$ cat src/rtl/gbfp_pkg.sv
`default_nettype none
// ----------------------------------------------------------------------------
// gbfp_pkg
// Types and constants shared by the binary frame parser modules.
// ----------------------------------------------------------------------------
package gbfp_pkg;

    localparam int unsigned CFG_IDX_W  = 3;
    localparam int unsigned CFG_DATA_W = 16;
    localparam int unsigned QUEUE_DEPTH = 2;

    localparam logic [CFG_IDX_W-1:0] REG_SYNC_FIRST   = 3'd0;
    localparam logic [CFG_IDX_W-1:0] REG_SYNC_SECOND  = 3'd1;
    localparam logic [CFG_IDX_W-1:0] REG_MAX_PAYLOAD  = 3'd2;
    localparam logic [CFG_IDX_W-1:0] REG_POSITION_MSG = 3'd3;
    localparam logic [CFG_IDX_W-1:0] REG_ACK_MSG      = 3'd4;
    localparam logic [CFG_IDX_W-1:0] REG_NAK_MSG      = 3'd5;

    localparam logic [7:0]  RST_SYNC_FIRST   = 8'd181;
    localparam logic [7:0]  RST_SYNC_SECOND  = 8'd98;
    localparam logic [7:0]  RST_MAX_PAYLOAD  = 8'd200;
    localparam logic [15:0] RST_POSITION_MSG = 16'd1793;
    localparam logic [15:0] RST_ACK_MSG      = 16'd261;
    localparam logic [15:0] RST_NAK_MSG      = 16'd5;

    localparam logic [1:0] ERR_NONE     = 2'd0;
    localparam logic [1:0] ERR_CK_A     = 2'd1;
    localparam logic [1:0] ERR_CK_B     = 2'd2;
    localparam logic [1:0] ERR_TOO_LONG = 2'd3;

    localparam logic [1:0] ACK_IDLE    = 2'd0;
    localparam logic [1:0] ACK_WAITING = 2'd1;
    localparam logic [1:0] ACK_GOT_ACK = 2'd2;
    localparam logic [1:0] ACK_GOT_NAK = 2'd3;

    typedef enum logic [3:0] {
        PH_SYNC1   = 4'd0,
        PH_SYNC2   = 4'd1,
        PH_CLASS   = 4'd2,
        PH_ID      = 4'd3,
        PH_LEN1    = 4'd4,
        PH_LEN2    = 4'd5,
        PH_PAYLOAD = 4'd6,
        PH_CK1     = 4'd7,
        PH_CK2     = 4'd8
    } phase_t;

    typedef enum logic {
        KIND_RX_BYTE   = 1'b0,
        KIND_ACK_WRITE = 1'b1
    } kind_t;

    typedef struct packed {
        kind_t      kind;
        logic [7:0] rx_byte;
        logic [1:0] ack_value;
    } item_t;

    typedef struct packed {
        logic [7:0]  sync_first;
        logic [7:0]  sync_second;
        logic [7:0]  max_payload;
        logic [15:0] position_msg;
        logic [15:0] ack_msg;
        logic [15:0] nak_msg;
    } cfg_t;

    typedef struct packed {
        logic        payload_valid;
        logic [7:0]  payload_byte;
        logic [7:0]  payload_index;
        logic        frame_ok;
        logic        frame_handled;
        logic [1:0]  error_code;
        logic [15:0] message;
        logic [15:0] frame_length;
        logic [1:0]  ack_state;
        logic        module_seen;
    } result_t;

endpackage
`default_nettype wire

$ cat src/rtl/gnss_binary_frame_parser.sv
`default_nettype none
// ----------------------------------------------------------------------------
// gnss_binary_frame_parser
// Binary navigation frame parser with payload streaming and ack tracking.
// ----------------------------------------------------------------------------
// Usage:
//   Input channel (s_*): one transaction per received byte (s_action = 0)
//   or per acknowledge status write (s_action = 1, s_ack_value).
//   Result channel (m_*): exactly one transaction per input transaction, in
//   order, carrying payload pass-through, frame status, error code and the
//   current header, ack status and seen flag.
//   Configuration port (cfg_we, cfg_index, cfg_wdata): sync bytes, payload
//   limit and message codes; write only while the block is idle.
//   Path: an accepted input is written into the queue, then taken by the
//   back end into the result register. Throughput: 1 transaction per cycle
//   while m_ready stays high, set by the frame state update in the back end.
//   Reset: queue and result register empty, parser hunting for the first
//   sync byte, registers at their defaults.
//   Receiver stall: the result register holds; the two-entry queue absorbs
//   input until full, then s_ready drops.
// ----------------------------------------------------------------------------
module gnss_binary_frame_parser
    import gbfp_pkg::*;
(
    input  wire logic                  aclk,
    input  wire logic                  aresetn,
    input  wire logic                  cfg_we,
    input  wire logic [CFG_IDX_W-1:0]  cfg_index,
    input  wire logic [CFG_DATA_W-1:0] cfg_wdata,
    input  wire logic                  s_valid,
    output logic                       s_ready,
    input  wire logic                  s_action,
    input  wire logic [7:0]            s_rx_byte,
    input  wire logic [1:0]            s_ack_value,
    output logic                       m_valid,
    input  wire logic                  m_ready,
    output logic                       m_payload_valid,
    output logic [7:0]                 m_payload_byte,
    output logic [7:0]                 m_payload_index,
    output logic                       m_frame_ok,
    output logic                       m_frame_handled,
    output logic [1:0]                 m_error_code,
    output logic [15:0]                m_message,
    output logic [15:0]                m_frame_length,
    output logic [1:0]                 m_ack_state,
    output logic                       m_module_seen
);

    cfg_t    cfg_reg;
    logic    q_valid;
    item_t   q_item;
    logic    q_pop;
    result_t result;

    always_ff @(posedge aclk) begin
        if (!aresetn) begin
            cfg_reg.sync_first   <= RST_SYNC_FIRST;
            cfg_reg.sync_second  <= RST_SYNC_SECOND;
            cfg_reg.max_payload  <= RST_MAX_PAYLOAD;
            cfg_reg.position_msg <= RST_POSITION_MSG;
            cfg_reg.ack_msg      <= RST_ACK_MSG;
            cfg_reg.nak_msg      <= RST_NAK_MSG;
        end else if (cfg_we) begin
            unique case (cfg_index)
                REG_SYNC_FIRST:   cfg_reg.sync_first   <= cfg_wdata[7:0];
                REG_SYNC_SECOND:  cfg_reg.sync_second  <= cfg_wdata[7:0];
                REG_MAX_PAYLOAD:  cfg_reg.max_payload  <= cfg_wdata[7:0];
                REG_POSITION_MSG: cfg_reg.position_msg <= cfg_wdata;
                REG_ACK_MSG:      cfg_reg.ack_msg      <= cfg_wdata;
                REG_NAK_MSG:      cfg_reg.nak_msg      <= cfg_wdata;
                default: begin
                    // drop writes to unmapped indexes
                end
            endcase
        end
    end

    gbfp_front u_front (
        .aclk        (aclk),
        .aresetn     (aresetn),
        .s_valid     (s_valid),
        .s_ready     (s_ready),
        .s_action    (s_action),
        .s_rx_byte   (s_rx_byte),
        .s_ack_value (s_ack_value),
        .q_valid     (q_valid),
        .q_item      (q_item),
        .q_pop       (q_pop)
    );

    gbfp_back u_back (
        .aclk     (aclk),
        .aresetn  (aresetn),
        .cfg      (cfg_reg),
        .q_valid  (q_valid),
        .q_item   (q_item),
        .q_pop    (q_pop),
        .m_valid  (m_valid),
        .m_ready  (m_ready),
        .m_result (result)
    );

    assign m_payload_valid = result.payload_valid;
    assign m_payload_byte  = result.payload_byte;
    assign m_payload_index = result.payload_index;
    assign m_frame_ok      = result.frame_ok;
    assign m_frame_handled = result.frame_handled;
    assign m_error_code    = result.error_code;
    assign m_message       = result.message;
    assign m_frame_length  = result.frame_length;
    assign m_ack_state     = result.ack_state;
    assign m_module_seen   = result.module_seen;

endmodule
`default_nettype wire

$ cat src/rtl/gbfp_front.sv
`default_nettype none
// ----------------------------------------------------------------------------
// gbfp_front
// Accepts input transactions, tags each as a received byte or an acknowledge
// status write, and holds them in a two-entry queue for the back end.
// ----------------------------------------------------------------------------
module gbfp_front
    import gbfp_pkg::*;
(
    input  wire logic       aclk,
    input  wire logic       aresetn,
    input  wire logic       s_valid,
    output logic            s_ready,
    input  wire logic       s_action,
    input  wire logic [7:0] s_rx_byte,
    input  wire logic [1:0] s_ack_value,
    output logic            q_valid,
    output item_t           q_item,
    input  wire logic       q_pop
);

    localparam int unsigned PTR_W = $clog2(QUEUE_DEPTH);
    localparam int unsigned CNT_W = $clog2(QUEUE_DEPTH + 1);

    item_t             entry_reg [QUEUE_DEPTH];
    logic [PTR_W-1:0]  wr_ptr_reg, wr_ptr_next;
    logic [PTR_W-1:0]  rd_ptr_reg, rd_ptr_next;
    logic [CNT_W-1:0]  count_reg, count_next;
    logic              push;
    logic              pop;
    item_t             in_item;

    assign s_ready = (count_reg != CNT_W'(QUEUE_DEPTH));
    assign push    = s_valid && s_ready;
    assign q_valid = (count_reg != '0);
    assign pop     = q_pop && q_valid;
    assign q_item  = entry_reg[rd_ptr_reg];

    always_comb begin
        in_item.kind      = s_action ? KIND_ACK_WRITE : KIND_RX_BYTE;
        in_item.rx_byte   = s_rx_byte;
        in_item.ack_value = s_ack_value;
    end

    always_comb begin
        wr_ptr_next = wr_ptr_reg;
        rd_ptr_next = rd_ptr_reg;
        count_next  = count_reg;
        if (push) begin
            wr_ptr_next = (wr_ptr_reg == PTR_W'(QUEUE_DEPTH - 1)) ? '0 : wr_ptr_reg + 1'b1;
        end
        if (pop) begin
            rd_ptr_next = (rd_ptr_reg == PTR_W'(QUEUE_DEPTH - 1)) ? '0 : rd_ptr_reg + 1'b1;
        end
        if (push && !pop) begin
            count_next = count_reg + 1'b1;
        end else if (pop && !push) begin
            count_next = count_reg - 1'b1;
        end
    end

    always_ff @(posedge aclk) begin
        if (!aresetn) begin
            wr_ptr_reg <= '0;
            rd_ptr_reg <= '0;
            count_reg  <= '0;
        end else begin
            wr_ptr_reg <= wr_ptr_next;
            rd_ptr_reg <= rd_ptr_next;
            count_reg  <= count_next;
        end
    end

    always_ff @(posedge aclk) begin
        if (push) begin
            entry_reg[wr_ptr_reg] <= in_item;
        end
    end

endmodule
`default_nettype wire

$ cat src/rtl/gbfp_back.sv
`default_nettype none
// ----------------------------------------------------------------------------
// gbfp_back
// Frame state machine: sync hunt, header capture, payload pass-through,
// Fletcher checksum check and message handling, with a result register.
// ----------------------------------------------------------------------------
module gbfp_back
    import gbfp_pkg::*;
(
    input  wire logic  aclk,
    input  wire logic  aresetn,
    input  wire cfg_t  cfg,
    input  wire logic  q_valid,
    input  wire item_t q_item,
    output logic       q_pop,
    output logic       m_valid,
    input  wire logic  m_ready,
    output result_t    m_result
);

    phase_t      phase_reg, phase_next;
    logic [7:0]  sum_a_reg, sum_a_next;
    logic [7:0]  sum_b_reg, sum_b_next;
    logic [15:0] message_reg, message_next;
    logic [15:0] length_reg, length_next;
    logic [8:0]  count_reg, count_next;
    logic [1:0]  ack_reg, ack_next;
    logic        seen_reg, seen_next;
    logic        out_valid_reg;
    result_t     out_reg, res;

    logic        take;
    logic [7:0]  b;
    logic [7:0]  fold_a;
    logic [7:0]  fold_b;
    logic [8:0]  count_inc;

    // Advance when the result register is empty or being drained
    assign take     = q_valid && (!out_valid_reg || m_ready);
    assign q_pop    = take;
    assign m_valid  = out_valid_reg;
    assign m_result = out_reg;

    assign b         = q_item.rx_byte;
    assign fold_a    = sum_a_reg + b;
    assign fold_b    = sum_b_reg + fold_a;
    assign count_inc = count_reg + 9'd1;

    always_comb begin
        phase_next   = phase_reg;
        sum_a_next   = sum_a_reg;
        sum_b_next   = sum_b_reg;
        message_next = message_reg;
        length_next  = length_reg;
        count_next   = count_reg;
        ack_next     = ack_reg;
        seen_next    = seen_reg;
        res          = '0;

        if (q_item.kind == KIND_ACK_WRITE) begin
            ack_next = q_item.ack_value;
        end else begin
            unique case (phase_reg)
                PH_SYNC1: begin
                    if (b == cfg.sync_first) begin
                        phase_next = PH_SYNC2;
                    end
                end
                PH_SYNC2: begin
                    if (b == cfg.sync_second) begin
                        phase_next  = PH_CLASS;
                        sum_a_next  = '0;
                        sum_b_next  = '0;
                        length_next = '0;
                        count_next  = '0;
                    end else begin
                        phase_next = PH_SYNC1;
                    end
                end
                PH_CLASS: begin
                    sum_a_next   = fold_a;
                    sum_b_next   = fold_b;
                    message_next = {8'd0, b};
                    phase_next   = PH_ID;
                end
                PH_ID: begin
                    sum_a_next   = fold_a;
                    sum_b_next   = fold_b;
                    message_next = {b, message_reg[7:0]};
                    phase_next   = PH_LEN1;
                end
                PH_LEN1: begin
                    sum_a_next  = fold_a;
                    sum_b_next  = fold_b;
                    length_next = {8'd0, b};
                    phase_next  = PH_LEN2;
                end
                PH_LEN2: begin
                    sum_a_next  = fold_a;
                    sum_b_next  = fold_b;
                    length_next = {b, length_reg[7:0]};
                    phase_next  = ({b, length_reg[7:0]} != 16'd0) ? PH_PAYLOAD : PH_CK1;
                end
                PH_PAYLOAD: begin
                    sum_a_next = fold_a;
                    sum_b_next = fold_b;
                    count_next = count_inc;
                    if (count_inc > {1'b0, cfg.max_payload}) begin
                        // drop the frame: payload runs past the limit
                        res.error_code = ERR_TOO_LONG;
                        phase_next     = PH_SYNC1;
                    end else begin
                        res.payload_valid = 1'b1;
                        res.payload_byte  = b;
                        res.payload_index = count_reg[7:0];
                        if ({7'd0, count_inc} >= length_reg) begin
                            phase_next = PH_CK1;
                        end
                    end
                end
                PH_CK1: begin
                    if (sum_a_reg != b) begin
                        res.error_code = ERR_CK_A;
                        phase_next     = PH_SYNC1;
                    end else begin
                        phase_next = PH_CK2;
                    end
                end
                PH_CK2: begin
                    if (sum_b_reg == b) begin
                        res.frame_ok = 1'b1;
                        priority if (message_reg == cfg.position_msg) begin
                            seen_next         = 1'b1;
                            res.frame_handled = 1'b1;
                        end else if (message_reg == cfg.ack_msg) begin
                            if (ack_reg == ACK_WAITING) begin
                                ack_next = ACK_GOT_ACK;
                            end
                            res.frame_handled = 1'b1;
                        end else if (message_reg == cfg.nak_msg) begin
                            if (ack_reg == ACK_WAITING) begin
                                ack_next = ACK_GOT_NAK;
                            end
                            res.frame_handled = 1'b1;
                        end else begin
                            res.frame_handled = 1'b0;
                        end
                    end else begin
                        res.error_code = ERR_CK_B;
                    end
                    phase_next = PH_SYNC1;
                end
                default: begin
                    phase_next = PH_SYNC1;
                end
            endcase
        end

        res.message      = message_next;
        res.frame_length = length_next;
        res.ack_state    = ack_next;
        res.module_seen  = seen_next;
    end

    always_ff @(posedge aclk) begin
        if (!aresetn) begin
            phase_reg     <= PH_SYNC1;
            sum_a_reg     <= '0;
            sum_b_reg     <= '0;
            message_reg   <= '0;
            length_reg    <= '0;
            count_reg     <= '0;
            ack_reg       <= ACK_IDLE;
            seen_reg      <= 1'b0;
            out_valid_reg <= 1'b0;
        end else begin
            if (take) begin
                phase_reg     <= phase_next;
                sum_a_reg     <= sum_a_next;
                sum_b_reg     <= sum_b_next;
                message_reg   <= message_next;
                length_reg    <= length_next;
                count_reg     <= count_next;
                ack_reg       <= ack_next;
                seen_reg      <= seen_next;
                out_valid_reg <= 1'b1;
            end else if (m_ready) begin
                out_valid_reg <= 1'b0;
            end
        end
    end

    always_ff @(posedge aclk) begin
        if (take) begin
            out_reg <= res;
        end
    end

endmodule
`default_nettype wire

$ cat config.mk
export PLATFORM = sky130hd
export DESIGN_NAME = gnss_binary_frame_parser
export DESIGN_NICKNAME = d
export VERILOG_FILES = /design/src/rtl/gbfp_pkg.sv /design/src/rtl/gnss_binary_frame_parser.sv /design/src/rtl/gbfp_front.sv /design/src/rtl/gbfp_back.sv
export SDC_FILE = /design/constraint.sdc
export NUM_CORES = 1
export LEC_CHECK = 0
export ABC_CLOCK_PERIOD_IN_PS = 10500
export BUFFER_PORTS_ARGS = -buffer_cell sky130_fd_sc_hd__buf_4
export CORE_MARGIN = 2
export CORE_UTILIZATION = 55
export CTS_BUF_LIST = sky130_fd_sc_hd__clkbuf_2 sky130_fd_sc_hd__clkbuf_4 sky130_fd_sc_hd__clkbuf_8
export CTS_CLUSTER_DIAMETER = 120
export DETAILED_ROUTE_END_ITERATION = 8
export PLACE_DENSITY = 0.78
export RECOVER_POWER = 100
export SLEW_MARGIN = 5
export SYNTH_ARGS = -nofsm -noshare
export SYNTH_HDL_FRONTEND = slang
export SYNTH_HIERARCHICAL = 1
export SYNTH_SLANG_ARGS = --single-unit
$ cat constraint.sdc
create_clock -name aclk -period 10.5 [get_ports aclk]
set_input_delay 0.525 -clock aclk [delete_from_list [all_inputs] [get_ports aclk]]
set_output_delay 0.525 -clock aclk [all_outputs]
set_load 0.01 [all_outputs]
=== Word-level counts from Yosys, hierarchy flattened ===
Memory sizes are Yosys's and may differ from the RTL's. A register that Yosys moved wholly into a read port is not among the register bits.
Index checks and enable logic that the tools add are counted.

* Bits in registers: 197
* Memory bits (writable): 22
* Bits of input ports: 35
* Output and inout bits: 58
* Word-level logic and storage cells: 147
* Memories: 1

* Add/subtract/negate cells: 7
* $lt $le $gt $ge: 2
* Eq/ne operators: 25
* Multiplexer cells: 49
* Bitwise logic cells: 4
* Reduce and logical (&&, ||, !) cells: 31

{| class="wikitable"
|+ Memories
! name !! words !! width !! rd ports !! clocked after memory_dff !! write ports !! line !! source
|-
| u_front.entry_reg || 2 || 11 || 1 || 1 || 1 || gbfp_front.sv:25 || <nowiki>item_t entry_reg [QUEUE_DEPTH];</nowiki>
|}

{| class="wikitable"
|+ Operators with widths
! cell !! count
|-
| 16-bit equality test || 3
|-
| 16-bit two-way mux || 3
|-
| 16-bit one-hot mux with 3 select lines || 1
|-
| 16-bit one-hot mux with 2 select lines || 1
|-
| 4-bit one-hot mux with 8 select lines || 1
|-
| 8-bit one-hot mux with 2 select lines || 2
|-
| 2-bit two-way mux || 14
|-
| 8-bit equality test || 3
|-
| 1-bit two-way mux || 18
|-
| 9-bit one-hot mux with 2 select lines || 1
|-
| 17-bit two-way mux || 1
|-
| 8-bit adder || 2
|-
| 4-bit by 3-bit equality test with 1-bit output (second input constant) || 4
|-
| 9-bit by 16-bit greater-or-equal comparator with 1-bit output || 1
|-
| 4-bit two-way mux || 4
|-
| 16-bit nonzero test || 1
|-
| 2-bit AND reduction || 6
|-
| 4-bit AND reduction || 3
|-
| 2-bit nonzero test || 5
|-
| 9-bit by 1-bit adder with 9-bit output (second input constant) || 1
|-
| 9-bit by 8-bit > comparator with 1-bit output || 1
|-
| 9-bit two-way mux || 1
|-
| 4-bit by 2-bit equality test with 1-bit output (second input constant) || 2
|-
| 8-bit two-way mux || 1
|-
| other kinds (23) || 38
|}

=== Longest topological paths before layout ===
* Depth after elaboration: 8
* Gate-level depth with buffers: 18
* Gate-level depth less buffers: 17

=== Cells and area by module ===
The synthesis kept the hierarchy.

{| class="wikitable"
|+ Modules (own cells, without submodules)
! module !! times used !! cells each !! area each (um^2) !! seq. area each (um^2)
|-
| gbfp_back || 1 || 699 || 6927.9 || 2982.9
|-
| gnss_binary_frame_parser || 1 || 271 || 2798.9 || 1441.4
|-
| gbfp_front || 1 || 58 || 1032.2 || 760.7
|}

=== Worst setup path after synthesis ===
Ideal clock, no wire load.

* Path kind: input port to flip-flop
* Start: in m_ready
* End: reg u_front.count_reg[1]
* Setup time: 70 ps
* Data arrival time: 3904 ps
* Data required time: 10430 ps
* Slack: 6526 ps
* Cell stages on the path: 8
* Path buffers: 1
* Path through: nand2b_1 -> nand2_1 -> inv_1 -> buf_1 -> o21ai_1 -> ha_1 -> or3_1 -> a21boi_1

* Word-level cells in the longest chain between the ends: 6
* Elaborated cells on any way between the ends: 8
* Those cells by class: mux: 1; reduce/logical: 7

{| class="wikitable"
|+ Ends and longest elaborated chain
! element !! line !! source
|-
| from (decl) || gnss_binary_frame_parser.sv:36 || <nowiki>input wire logic m_ready,</nowiki>
|-
| 1-bit logical OR (*) || gbfp_back.sv:39 || <nowiki>assign take = q_valid && (!out_valid_reg || m_ready);</nowiki>
|-
| 1-bit logical AND (*) || gbfp_back.sv:39 ||
|-
| named net q_pop || gnss_binary_frame_parser.sv:52 || <nowiki>logic q_pop;</nowiki>
|-
| 1-bit logical AND (*) || gbfp_front.sv:36 || <nowiki>assign pop = q_pop && q_valid;</nowiki>
|-
| 1-bit zero test || gbfp_front.sv:55 || <nowiki>if (push && !pop) begin</nowiki>
|-
| 1-bit logical AND || gbfp_front.sv:55 ||
|-
| 2-bit two-way mux or 2-bit nonzero test (tied branches) || - ||
|-
| to (signal assigned) || gbfp_front.sv:70 || <nowiki>count_reg <= count_next;</nowiki>
|-
| to (decl) || gbfp_front.sv:28 || <nowiki>logic [CNT_W-1:0] count_reg, count_next;</nowiki>
|}

Mark *: on every way through the listed nets, which the timed path passes. The rest lies on a longest branch.
A chain may end at the register's enable or synchronous reset.

==> impl.org <==
** Run status
- Outcome :: finished with violations
- Violated checks :: capacitance limit, slew limit

** STA
- Final worst clock skew :: 14.4 ps
- For the pin with the worst max-slew slack, the measured transition is around 3800 ps.
- Final setup violation count :: 0
- Final TNS setup :: 0 ps
- Static timing analysis puts the maximum clock frequency at between 150 and 200 MHz.
- The final-report max-slew violation count is 256.
- The clock period could shrink to roughly 5800 ps.
- In this run the tightest slew margin relative to its limit is -1.53.
- The final number of hold-violating endpoints came to 0.
- Setup repair after global routing left no endpoint under its margin.
- Post-route fraction of the period consumed by the critical path :: 0.556

** Logic synthesis
- The share of synthesized area in the top cell type comes to 0.264.
- Number of instances in the synthesized netlist :: 1028
- Library cell with the largest summed area after synthesis :: sky130_fd_sc_hd__dfxtp_1
- EDFF count, synth :: 78
- Number of distinct standard cells referenced by the synthesized netlist :: 72
- Register area share after synthesis :: 0.482
- Number of nets produced by synthesis :: approximately 1100
- Number of flip-flops and latches in the synthesized netlist :: 220
- Mapped Area :: 10800 um2
- sky130_fd_sc_hd__dfxtp_1 is the most common cell in the netlist.
- In the synthesized netlist the dominant register cell turns out to be sky130_fd_sc_hd__dfxtp_1.
- In this run the mean area of a mapped cell was around 10 um2.
- Total of warnings raised by yosys :: 6
- Yosys attributes the largest share of cell area to sky130_fd_sc_hd__dfxtp_1, sky130_fd_sc_hd__edfxtp_1, sky130_fd_sc_hd__mux2i_1, sky130_fd_sc_hd__xor2_1, sky130_fd_sc_hd__nand2_1.
- Top post-synthesis cells by count :: sky130_fd_sc_hd__dfxtp_1, sky130_fd_sc_hd__nand2_1, sky130_fd_sc_hd__edfxtp_1, sky130_fd_sc_hd__mux2i_1, sky130_fd_sc_hd__nor2b_1
- After synthesis, the share of flip-flops with an asynchronous set or reset is 0.

** CTS
- TritonCTS built the clock tree.
- Source-to-sink clock delay at the later pin of the worst-skew pair :: 520 ps
- Post-cts repair resize count :: 0
- Clock tree synthesis found a total of 220 sinks.
- CTS HTree Levels :: 2
- Max clock buf depth :: 3
- TritonCTS created 35 clock buffers.
- After clock tree synthesis, the clock-pin slew on the worst setup and hold paths is roughly 60 ps.
- Post-CTS timing repair inserted 0 buffers for setup.
- The root buffer cell chosen for the clock tree is sky130_fd_sc_hd__clkbuf_8.
- In this run, post-CTS hold repair placed 0 buffers.

** Worst setup path
- The critical path in this run is classified as input port to flop.
- Critical Path Fanout Max :: 96
- At the worst endpoint, the required time is about 11000 ps.
- Category of the worst setup path capture point :: flop
- STA classifies the critical path startpoint as an input port.
- FF-to-FF setup slack :: about 5100 ps
- Data on the critical path arrives at its endpoint at about 6300 ps.

** Placement
- I/O Buffers :: 92
- The congestion estimate from routability-driven global placement came to 0.873.
- Detailed placement finished with a half-perimeter wire length of 17.0 mm.

** GRT
- Via count of the first global-routing pass :: 7288
- Total global-route track usage :: 0.237
- Global routing finished with a remaining overflow of 0.
- First-pass GRT wire length :: 38.1 mm
- Entering global routing, the biggest net connects 97 pins.
- Number of antenna violations at the first check in global routing :: 0

** Routing
- Mean routed wirelength per cell :: 17.5 um
- Initial DRT Pass Iterations :: 5
- Detailed-route DRC error count :: 0
- First-iteration detailed-routing DRC count :: slightly above 600
- Using the TritonRoute via totals, the vias-per-cell ratio works out to about 5.6.
- Number of vias after detailed routing :: a little under 8000
- After detailed routing, the total wire length is 24.3 mm.
- Once detail routing completed, the nets flagged for antenna violations numbered 0.

** Layout
- After the last flow step, the layout net total stands at ~1200.
- Proportion of layout cells with a drive suffix above 1 :: 0.101
- Combined area of the multi-input logic cells :: ~5000 um2
- Number of flip-flops in the largest register :: 72
- Filler Cells Inserted :: around 1600
- Antenna diode count :: 0
- The sequential cells in the finished layout cover a total of approximately 5200 um2.
- Area overhead of the layout relative to synthesis :: 11.0%

** Power and ir drop
- Power spread over the standard cell area amounts to roughly 200 nW/um2.
- Overall power consumption after layout is estimated at between 2 and 2.5 mW.
- Static leakage power :: approximately 4.9 nW
- Max rail drop VDD :: between 0.09 and 0.1 mV

** Floorplan
- Die Area :: approximately 21000 um2
- Top-level I/O count :: 93
- The floorplan step defined a core boundary enclosing around 19000 um2.
- Die span in x :: roughly 140 um
- Standard-cell rows :: just over 50
- From bottom edge to top edge, the die measures 144 um.
- Effective utilization at floorplan :: 0.556

** Min path
- Worst min-delay path category :: input port to flop

** Run
- Across the run, the number of max-cap violations was 3.
## power breakdown
part	leakage, nW	switching, mW	internal [mW]	total, mW
logic	2.64	0.397	0.198	0.595
clock network	0.372	0.324	0.408	0.733
registers	1.91	0.0666	1.06	1.12
## worst max-delay path, cell delays in order
cell                       delay (ps)
sky130_fd_sc_hd__clkbuf_1        2470
sky130_fd_sc_hd__clkbuf_1        2100
sky130_fd_sc_hd__nand2_1          730
sky130_fd_sc_hd__mux2i_1          330
## metal layers
metal / vias up / share of wire / track usage
li1: 3779 / - / -
met1: 3663 / 0.45 / 0.321
met2: 262 / 0.45 / 0.373
met3: 53 / 0.064 / 0.0433
met4: 0 / 0.034 / 0.0996
met5: - / 0 / 0
## logic make-up after synthesis
family	share of synthesized area
AOI/OAI and AO/OA	0.104
buffers and inverters	0.0374
adders and majority gates	0.0421
muxes	0.0879
DFF	0.482
and+or+nand+nor	0.170
xor gates and xnor gates	0.0765
## per-stage QoR
step	cell area (um2)	std cells	hold WS (ps)	utilization	setup WS, ps
global placement	11500	1328	446	0.597	6840
finish	11900	1390	214	0.618	4660
floorplan	10800	1028	435	-	6530
CTS	12200	1390	174	0.633	6740
global route	11900	1390	192	0.618	4110
detailed placement	11500	1328	447	0.597	6770
## layout by cell type, fill, tap and decap left out, types with 33 or more instances in the layout
cell type | netlist | layout
sky130_fd_sc_hd__dfxtp_1 | 142 | 142
sky130_fd_sc_hd__nand2_1 | 126 | 126
sky130_fd_sc_hd__edfxtp_1 | 78 | 78
sky130_fd_sc_hd__nor2b_1 | 72 | 72
sky130_fd_sc_hd__mux2i_1 | 72 | 72
sky130_fd_sc_hd__clkbuf_1 | 28 | 68
sky130_fd_sc_hd__xor2_1 | 65 | 65
sky130_fd_sc_hd__clkbuf_8 | 0 | 38
sky130_fd_sc_hd__nor2_1 | 32 | 33
sky130_fd_sc_hd__ha_1 | 33 | 33
## path summary, 6_finish.rpt
| check | depth (start not counted) | endpoint | start |
|---|---|---|---|
| worst max register to register | 8 | u_back/length_reg[9] | u_front/count_reg[0] |
| worst max-delay path | 4 | cfg_reg[36] | aresetn |
| worst min register to register | 2 | cfg_reg[53] | cfg_reg[53] |
| worst min-delay path | 1 | u_front/entry_reg[1][8] | s_rx_byte[6] |
## cell type report
| cell class | instances | area share |
|---|---|---|
| sequential | 220 | 0.434 |
| multi-input combinational | 717 | 0.430 |
| clock buffer | 52 | 0.0526 |
| timing repair buffer | 98 | 0.0402 |
| tap | 265 | 0.0278 |
| inverter | 28 | 0.00880 |
| clock inverter | 10 | 0.00628 |
Note: power is estimated with default switching activity, not from simulation.
